### config.mk
export PLATFORM = sky130hd
export DESIGN_NAME = pfrm_ram
export DESIGN_NICKNAME = d
export VERILOG_FILES = /design/src/hdl/pfrm_ram.sv
export SDC_FILE = /design/constraint.sdc
export NUM_CORES = 1
export LEC_CHECK = 0
export BUFFER_PORTS_ARGS = -buffer_cell sky130_fd_sc_hd__clkbuf_2
export CAP_MARGIN = 15
export CORE_AREA = 2 2 110 112
export CTS_CLUSTER_DIAMETER = 30
export DETAILED_ROUTE_END_ITERATION = 12
export DIE_AREA = 0 0 112 114
export HOLD_SLACK_MARGIN = 0.05
export PLACE_DENSITY = 0.7
export SETUP_SLACK_MARGIN = 0.5
export SKIP_CTS_REPAIR_TIMING = 1
export SLEW_MARGIN = 25
export SYNTH_ARGS = -nofsm -noshare
export SYNTH_HDL_FRONTEND = slang
export SYNTH_SLANG_ARGS = --single-unit
export TNS_END_PERCENT = 100
### constraint.sdc
create_clock -name clk -period 1.5 [get_ports clk]
set_input_delay 0 -clock clk [delete_from_list [all_inputs] [get_ports clk]]
set_output_delay 0 -clock clk [all_outputs]
set_load 0.1 [all_outputs]
### src/hdl/pfrm_ram.sv
module pfrm_ram #(
	parameter int WIDTH = 8,
	parameter int DEPTH = 16
) (
	input  logic                     clk,
	input  logic                     we,
	input  logic [$clog2(DEPTH)-1:0] waddr,
	input  logic [WIDTH-1:0]         wdata,
	input  logic [$clog2(DEPTH)-1:0] raddr,
	output logic [WIDTH-1:0]         rdata
);

	logic [WIDTH-1:0] mem [DEPTH];

	// one write port, registered read port
	always_ff @(posedge clk) begin
		if (we) begin
			mem[waddr] <= wdata;
		end
		rdata <= mem[raddr];
	end

endmodule

# Yosys cells after proc, flatten, opt, wreduce, memory -nomap -nowiden
# Memory sizes are Yosys's and may differ from the RTL's. A register that Yosys moved wholly into a read port is not among the register bits.
# Cells that the tools add are included.
totals:
  memories: 1
  output_inout_bits: 8
  word_cells: 3
  mem_bits_rw: 128
  register_bits: 0
op_classes:
  mux: 2
memory_table:
  columns: ["memory", "words", "width", "read_ports", "rd_clocked_by_memory_dff", "wr", "line_no", "source"]
  rows:
  - ["mem", 16, 8, 1, 1, 1, "13", "logic [WIDTH-1:0] mem [DEPTH];"]
ops:
  columns: ["cell", "n"]
  rows:
  - ["$mux 1", 2]

# Longest topological paths before layout
# Gate-level depths: netlist of run 1.
depth:
  word_depth: 2
  depth_mapped: 5
  mapped_depth_nobuf: 3

# Worst setup path before layout of run 1
# Ideal clock, no wire load.
synth_path:
  path_type: "input port to flip-flop"
  start: "input port waddr[2]"
  end: "memory mem[0][0] (enable)"
  setup_time_ns: 0.383
  slack_ns: 0.007
  n_path_buf: 0
  path_stages: 2
  t_arrival_ns: 1.110
  path_cell_list: "or3b_2 -> nor3_1"
synth_lines:
  columns: ["element", "line_no", "source"]
  rows:
  - ["from (decl)", "7", "input logic [$clog2(DEPTH)-1:0] waddr,"]
  - ["to (decl)", "13", null]
# No word-level cell before the write port.

==> results.py, run 1 <==
metrics = {
    "timing": {
        "max-slew-margin-rel_pct": 65.2,
        "fin_crit_sh_pct": 85.1,
        "period_minus_slack_ns": 1.28,
        "fin_ws_ns": 0.224,
        "tightest_slew_ns": 0.522,
        "finalSetupViolCount": 0,
        "whs_ns": 0.0223,
        "hold_viol_final": 0,
        "fmax_mhz": 784,
        "finalSetupTns_ns": 0,
        "clock_skew_ns": 0.0145,
        "rsz0062_at_grt": "yes",
        "drv_slew": 0,
    },
    "final_layout": {
        "layout-drive-gt1-share_pct": 41.1,
        "fin_cells": 444,
        "final_util_pct": 53.8,
        "nets": 304,
        "final_area_um2": 6300,
        "area_growth_pct": 22.4,
        "diodes": 0,
    },
    "place": {
        "port_buffers": 25,
        "place_ws_ns": 0.0764,
        "placed_cell_area_um2": 5580,
        "placed_cells": 413,
        "hpwl_mm": 6.30,
        "gp_congestion": 0.739,
    },
    "route": {
        "dr.pass1.iters": 4,
        "avgRoutedWirePerCell_um": 22.6,
        "vias": 2455,
        "vias_per_cell": 5.53,
        "wirelength_mm": 10.0,
        "ant_nets": 0,
        "routed.top_layer": "met4",
        "drc": 0,
        "drt_iter0_drc": 241,
        "drt-met1-wl_mm": 4.30,
        "wl_met3_um": 625,
        "wl_met2_mm": 5.01,
    },
    "logic_synthesis": {
        "synthesis.nets": 247,
        "synthesis.area_um2": 5150,
        "synth_cell_types": 19,
        "yosys-top-cells-area": "edfxtp_1 75%, mux4_2 7.9%, mux4_1 7.1%, dfxtp_1 3.1%, a22oi_1 2.3%",
        "synth_edf_count": 128,
        "yosys.area.top_type_share_pct": 74.7,
        "ys_seq_area_share_pct": 77.8,
        "synthCells": 229,
        "synth_most_common_cell": "edfxtp_1",
        "synthArstFlopShare_pct": 0,
        "ys_ff_latch": 136,
        "ys_warn_count": 0,
        "ys.flop_type": "edfxtp_1",
        "syn_avg_cell_area_um2": 22.5,
        "yosys.area.top_type": "edfxtp_1",
        "synth.top_cells.by_count": "128 x edfxtp_1, 18 x mux4_2, 16 x a22oi_1",
    },
    "clocking": {
        "clk_pin_slew_ns": 0.06,
        "root_buffer": "clkbuf_16",
        "clk_latency_ns": 0.41,
        "cts_made_buffers": 17,
        "cts_tree": "done",
        "clockBufferDepth": 2,
        "cts_max_level": 4,
        "cts_sinks": 136,
    },
    "pwr": {
        "cellInternalPower_mw": 7.23,
        "worst_ir_drop_vdd_mv": 0.929,
        "p_per_area_nw_per_um2": 1450,
        "seqPwrFrac_pct": 47.0,
        "pwr-share-comb_pct": 7.3,
        "p_sw_share_pct": 20.7,
        "power.total_mw": 9.13,
        "p_leak_nw": 2.09,
        "switching_power_mw": 1.89,
        "pwr-share-clk_pct": 45.7,
    },
    "worst_hold_path": {
        "hold_path_class": "input pin to flip-flop",
        "worstHoldStart": "wdata[3]",
    },
    "critical_path": {
        "worstSetupStartpointType": "flip-flop",
        "required_ns": 1.79,
        "cpLargestDelayFamily": "multiplexers",
        "worstSetupStartpoint": "mem[2][4]",
        "critPathMaxFanout": 1,
        "r2r_start": "mem[2][4]",
        "crit_buf_inv": 0,
        "slowest_delay_ns": 0.48,
        "cpMaxStageDelayCell": "mux4_2",
        "crit_chain": "mux4_2 > a22oi_2 > nand2_1",
        "arrival_ns": 1.57,
        "crit_type": "flip-flop to flip-flop",
        "endpoint_kind": "flip-flop",
    },
    "status": {
        "status": "finished, final reports clean",
    },
    "global_route": {
        "grt_pass1_wl_mm": 15.5,
        "grt_pass1_vias": 2560,
        "grtUsageTotal_pct": 17.1,
        "grt_max_degree": 23,
        "grt.overflow.total": 0,
        "antenna_found_initial": 0,
    },
    "floorplanning": {
        "die_h_um": 114,
        "num_io_pins": 26,
        "dieArea_um2": 12800,
        "initial_core_util_pct": 44.0,
        "core_um2": 11700,
        "die_x_um": 112,
        "rows": 40,
    },
    "flow_run": {
        "drv_cap": 0,
    },
}
[power groups by stage]
stage | Sequential, mW | Clock (mW) | Combinational [mW]
3_3_place_gp | 4.35 | 0 | 0.594
2_1_floorplan | 4.53 | 0 | 0.231
5_1_grt | 4.30 | 4.36 | 0.709
6_report | 4.29 | 4.17 | 0.668
4_1_cts | 4.28 | 4.21 | 0.609
3_5_place_dp | 4.36 | 0 | 0.605
[layer usage]
metal  track usage (%)  vias to the layer above
met5                 0                        -
li1                  -                     1069
met3              4.04                       11
met4              6.02                        0
met1              24.3                     1299
met2              26.5                       76
[registers in the layout, summed over array words and instances (netlist names)]
| register | count |
|---|---|
| mem | 128 |
| rdata | 8 |
[placed cells by master, fill, tap and decap left out]
master	Yosys	final
nor2_1	13	10
nor3_4	0	1
clkinvlp_4	0	2
dlygate4sd3_1	0	1
mux4_2	18	32
clkinv_1	0	3
nand3b_1	2	2
and2_1	1	1
a22oi_2	0	8
clkbuf_1	0	2
nor2b_1	1	1
clkbuf_16	0	17
nand2b_1	2	2
nor2_4	0	3
clkinv_2	0	2
clkbuf_2	0	17
buf_4	1	18
and2b_1	1	1
nand3_1	1	1
edfxtp_1	128	128
dfxtp_1	8	6
dfxtp_2	0	2
a22oi_1	16	8
bufinv_16	0	4
nor3_2	0	3
buf_6	3	5
nand2_1	9	9
buf_12	0	7
or3b_4	0	1
[final cells by class]
cell class | count | area [um^2]
Clock buffer | 19 | 433
Tap cell | 147 | 184
Clock inverter | 11 | 156
Multi-Input combinational cell | 83 | 1100
Fill cell | 924 | 5410
Timing Repair Buffer | 48 | 427
Sequential cell | 136 | 4010
[worst reg2reg max path, delay by kind of cell (launching register included)]
family	cells	cell delay [ns]
AOI/OAI and AO/OA	1	0.22
DFF	1	0.37
muxes	1	0.48
and+or+nand+nor	1	0.09
[cell families after synthesis]
kind of cell	after synthesis	synth area share, %
DFF	136	77.8
muxes	32	15.0
buffers and inverters	10	1.68
AOI/OAI and AO/OA	16	2.33
and+or+nand+nor	35	3.18
[path summary, 6_finish.rpt]
kind / to / slack, ns / cells after the start
setup reg to reg: rdata[4] / 0.22 / 3
hold / removal: mem[12][3] / 0.02 / 1
hold reg to reg: rdata[6] / 0.67 / 3
setup / recovery: rdata[4] / 0.22 / 3
No activity file was read; power rests on OpenSTA's default activity.
==> run 2, diff against run 1 <==
Settings changed: CORE_AREA 2 2 110 112 to 2 2 91 136, DIE_AREA 0 0 112 114 to 0 0 93 138.
==> run 2 against run 1 <==
Net effect:
- cell count up 2.3%
- combinational power about the same
- power down 1.2%
- routed wire length down 1.6%
- sequential share of layout area down 0.088 points
- register-to-register slack about the same
- clock skew down 0.0063 ns
- via count about the same
- fmax down 0.15%
- largest power group unchanged
- highest routed layer unchanged
==> results.py, run 2 (synthesis gave the netlist of run 1 again) <==
metrics = {
    "status": {
        "status": "finished, final reports clean",
    },
    "global_route": {
        "grt_max_degree": 33,
        "grt_pass1_vias": 2662,
        "antenna_found_initial": 0,
        "grt_pass1_wl_mm": 15.4,
        "grt.overflow.total": 0,
        "grtUsageTotal_pct": 17.1,
    },
    "timing": {
        "tightest_slew_ns": 0.473,
        "fmax_mhz": 783,
        "rsz0062_at_grt": "yes",
        "period_minus_slack_ns": 1.28,
        "clock_skew_ns": 0.00818,
        "drv_slew": 0,
        "hold_viol_final": 0,
        "fin_crit_sh_pct": 85.2,
        "max-slew-margin-rel_pct": 68.5,
        "finalSetupTns_ns": 0,
        "finalSetupViolCount": 0,
    },
    "final_layout": {
        "top_register": "mem",
        "layout-drive-gt1-share_pct": 40.2,
        "n_fill_cell": 919,
        "area_growth_pct": 22.6,
        "reg_top3": "mem (128), rdata (8)",
        "final_cell_mix": "128 x edfxtp_1, 32 x mux4_2, 17 x clkbuf_16, 17 x clkbuf_2, 17 x buf_4",
        "nets": 306,
        "fin_cells": 454,
        "final_util_pct": 53.6,
        "largest_reg_flops": 128,
        "diodes": 0,
        "final_common_cell": "edfxtp_1",
    },
    "floorplanning": {
        "rows": 49,
        "die_x_um": 93,
        "die_h_um": 138,
        "num_io_pins": 26,
        "core_um2": 11800,
        "dieArea_um2": 12800,
        "initial_core_util_pct": 43.7,
    },
    "critical_path": {
        "worstSetupStartpoint": "mem[7][7]",
        "crit_end": "rdata[7]",
        "endpoint_kind": "flip-flop",
        "cpLargestDelayFamily": "multiplexers",
        "cpMaxStageDelayCell": "mux4_2",
        "required_ns": 1.79,
        "slowest_delay_ns": 0.50,
        "crit_type": "flip-flop to flip-flop",
        "worstSetupStartpointType": "flip-flop",
        "r2r_slack_ns": 0.22,
        "r2r_cells": 3,
        "path_depth": 3,
        "critPathMaxFanout": 1,
        "crit_chain": "mux4_2 > a22oi_1 > nand2_1",
        "arrival_ns": 1.57,
        "reg2reg_to": "rdata[7]",
        "crit_buf_inv": 0,
        "r2r_start": "mem[7][7]",
    },
    "route": {
        "wirelength_mm": 9.89,
        "dr.pass1.iters": 4,
        "vias": 2457,
        "vias_per_cell": 5.41,
        "avgRoutedWirePerCell_um": 21.8,
        "drc": 0,
        "drt_iter0_drc": 158,
        "ant_nets": 0,
    },
    "clocking": {
        "clockBufferDepth": 2,
        "cts_max_level": 4,
        "cts_tree": "done",
        "root_buffer": "clkbuf_16",
        "cts_made_buffers": 17,
        "cts_sinks": 136,
        "clk_latency_ns": 0.41,
        "clk_pin_slew_ns": 0.06,
    },
    "place": {
        "hpwl_mm": 6.39,
        "gp_congestion": 0.783,
        "placed_cells": 418,
        "port_buffers": 25,
    },
    "worst_hold_path": {
        "hold_path_class": "input pin to flip-flop",
    },
    "pwr": {
        "power.total_mw": 9.02,
        "p_leak_nw": 2.10,
        "p_per_area_nw_per_um2": 1430,
        "worst_ir_drop_vdd_mv": 0.895,
    },
    "flow_run": {
        "drv_cap": 0,
    },
}
-- run 2: final cells by class --
type / instances / area, um^2 / area share, %
Sequential cell: 136 / 4010 / 63.5
Clock inverter: 13 / 156 / 2.48
Timing Repair Buffer: 50 / 453 / 7.18
Multi-Input combinational cell: 83 / 1070 / 17.0
Clock buffer: 19 / 433 / 6.86
Tap cell: 153 / 191 / 3.03
-- run 2: worst min path at each step --
stage / startpoint / endpoint / slack, ns / cells after the start
CTS: wdata[5] / mem[2][5] / 0.006 / 1
global placement: wdata[1] / mem[10][1] / 0.41 / 1
detailed placement: wdata[3] / mem[10][3] / 0.44 / 1
finish: wdata[3] / mem[8][3] / 0.007 / 1
floorplan: wdata[0] / mem[0][0] / 0.1 / 0
global route: wdata[3] / mem[8][3] / 0.05 / 1
-- run 2: layer usage --
| layer | routed length [um] | track usage (%) |
|---|---|---|
| met1 | 3830 | 20.1 |
| met2 | 5320 | 28.5 |
| met3 | 509 | 5.40 |
| met5 | 0 | 0 |
| met4 | 230 | 7.66 |
-- run 2: worst register-to-register path: stages, from the launching register on --
cell and delay [ns]:
edfxtp_1 0.37, mux4_2 0.50, a22oi_1 0.19, nand2_1 0.10
-- run 2: power breakdown --
part	switching, mW	internal (mW)	total (mW)
Sequential	0.0342	4.25	4.29
Clock	1.47	2.60	4.07
Combinational	0.419	0.246	0.665
Total	1.92	7.09	9.02
-- run 2: per-stage QoR --
| step | worst slack, ns | hold slack (ns) | area (um^2) |
|---|---|---|---|
| 3_5_place_dp | 0.0898 | 0.438 | 5580 |
| 5_1_grt | 0.190 | 0.0536 | 6310 |
| 4_1_cts | 0.103 | 0.00639 | 6170 |
| 3_3_place_gp | 0.0980 | 0.408 | 5580 |
| 2_1_floorplan | 0.367 | 0.0989 | 5150 |
| 6_report | 0.222 | 0.00736 | 6310 |
==> run 3, diff against run 2 <==
Settings changed: BUFFER_PORTS_ARGS -buffer_cell sky130_fd_sc_hd__clkbuf_2 to -buffer_cell sky130_fd_sc_hd__buf_2.
==> run 3 against run 2 <==
Net effect:
- non-clock buffer count is 5 higher
- combinational power rose by 0.9%
- clock power shrank 5.4%
- core utilization up 0.20 points
- register-to-register slack lost 0.02 ns
- largest cell class unchanged
- clock-buffer cell count rose by 9
- routed wire length down 2.4%
- setup slack got worse by 0.019 ns
==> results.py, run 3 (synthesis gave the netlist of run 1 again) <==
metrics = {
    "critical_path": {
        "critPathMaxFanout": 1,
        "endpoint_kind": "flip-flop",
        "worstSetupStartpointType": "flip-flop",
        "crit_type": "flip-flop to flip-flop",
        "required_ns": 1.77,
        "arrival_ns": 1.57,
    },
    "place": {
        "gp_congestion": 0.792,
        "port_buffers": 25,
        "place_ws_ns": 0.123,
        "hpwl_mm": 6.24,
    },
    "route": {
        "vias": 2473,
        "dr.pass1.iters": 4,
        "ant_nets": 0,
        "wirelength_mm": 9.65,
        "vias_per_cell": 5.40,
        "drt_iter0_drc": 254,
        "avgRoutedWirePerCell_um": 21.1,
        "drc": 0,
    },
    "timing": {
        "finalSetupViolCount": 0,
        "fmax_mhz": 771,
        "tightest_slew_ns": 0.459,
        "hold_viol_final": 0,
        "clock_skew_ns": 0.00326,
        "whs_ns": 0.157,
        "fin_crit_sh_pct": 86.5,
        "rsz0062_at_grt": "yes",
        "finalSetupTns_ns": 0,
        "period_minus_slack_ns": 1.30,
        "fin_ws_ns": 0.203,
        "max-slew-margin-rel_pct": 69.4,
        "drv_slew": 0,
    },
    "flow_run": {
        "drv_cap": 0,
    },
    "global_route": {
        "grt_pass1_wl_mm": 14.9,
        "antenna_found_initial": 0,
        "grt_max_degree": 33,
        "grt_pass1_vias": 2550,
        "grt.overflow.total": 0,
        "grtUsageTotal_pct": 16.4,
    },
    "floorplanning": {
        "core_um2": 11800,
        "die_h_um": 138,
        "dieArea_um2": 12800,
        "rows": 49,
        "num_io_pins": 26,
        "initial_core_util_pct": 43.7,
        "die_x_um": 93,
    },
    "final_layout": {
        "diodes": 0,
        "top_register": "mem",
        "largest_reg_flops": 128,
        "layout-drive-gt1-share_pct": 39.7,
        "final_common_cell": "edfxtp_1",
        "area_growth_pct": 23.1,
        "reg_top3": "mem (128), rdata (8)",
        "final_cell_mix": "128 x edfxtp_1, 32 x mux4_2, 19 x buf_4",
        "nets": 311,
    },
    "clocking": {
        "cts_sinks": 136,
        "clk_pin_slew_ns": 0.05,
        "root_buffer": "clkbuf_16",
        "cts_tree": "done",
        "cts_made_buffers": 17,
        "clk_latency_ns": 0.40,
        "clockBufferDepth": 2,
        "cts_max_level": 4,
    },
    "worst_hold_path": {
        "hold_path_class": "input pin to flip-flop",
    },
    "pwr": {
        "worst_ir_drop_vdd_mv": 0.842,
        "power.total_mw": 8.81,
        "p_per_area_nw_per_um2": 1390,
        "p_leak_nw": 2.11,
    },
    "status": {
        "status": "finished, final reports clean",
    },
}
[run 3: changes by cell type in the layout (fill, tap and decap cells not counted), moves of 2 or more]
cell	before	now
bufinv_16	3	1
clkbuf_1	2	5
clkbuf_2	17	0
clkinvlp_4	5	0
a22oi_2	3	6
clkinv_2	4	1
dlygate4sd3_1	4	8
buf_4	17	19
buf_2	0	17
clkbuf_8	0	6
a22oi_1	13	10
[run 3: power breakdown]
group / leakage, nW / internal, mW / switching, mW / total [mW]
clock: 0.278 / 2.53 / 1.32 / 3.85
sequential: 1.22 / 4.26 / 0.0352 / 4.29
combinational: 0.610 / 0.252 / 0.419 / 0.671
total: 2.11 / 7.04 / 1.78 / 8.81
[run 3: worst max-delay path, stage by stage (launching register included)]
cell	delay [ns]
edfxtp_1	0.38
mux4_2	0.50
a22oi_2	0.18
nand2_1	0.11
[run 3: routing by layer]
layer	vias up	wire length [um]	GRT usage [%]
met2	94	5360	27.9
met5	-	0	0
met3	17	435	4.69
met4	0	273	8.28
met1	1274	3580	18.7
li1	1088	-	-
[run 3: area by class of cell]
cell class	count	area (um^2)
fillers	899	5440
flip-flops and latches	136	4010
multi-input cells	83	1090
clock buffers	28	527
repair buffers	55	484
well taps	153	191
clock inverters	3	38.8
[run 3: final timing paths]
kind / from / cells after the start / endpoint / slack (ns)
max reg2reg: mem[3][6] / 3 / rdata[6] / 0.20
min reg2reg: mem[14][4] / 3 / rdata[4] / 0.67
min: waddr[1] / 3 / mem[0][6] / 0.16
max: mem[3][6] / 3 / rdata[6] / 0.20
[run 3: stage by stage]
| step | cell area (um^2) | util [%] | instances |
|---|---|---|---|
| after global routing | 6330 | 53.8 | 458 |
| after floorplan | 5150 | - | 229 |
| after detailed placement | 5580 | 47.4 | 419 |
| final | 6330 | 53.8 | 458 |
| after global placement | 5580 | 47.4 | 419 |
| after CTS | 6140 | 52.2 | 450 |
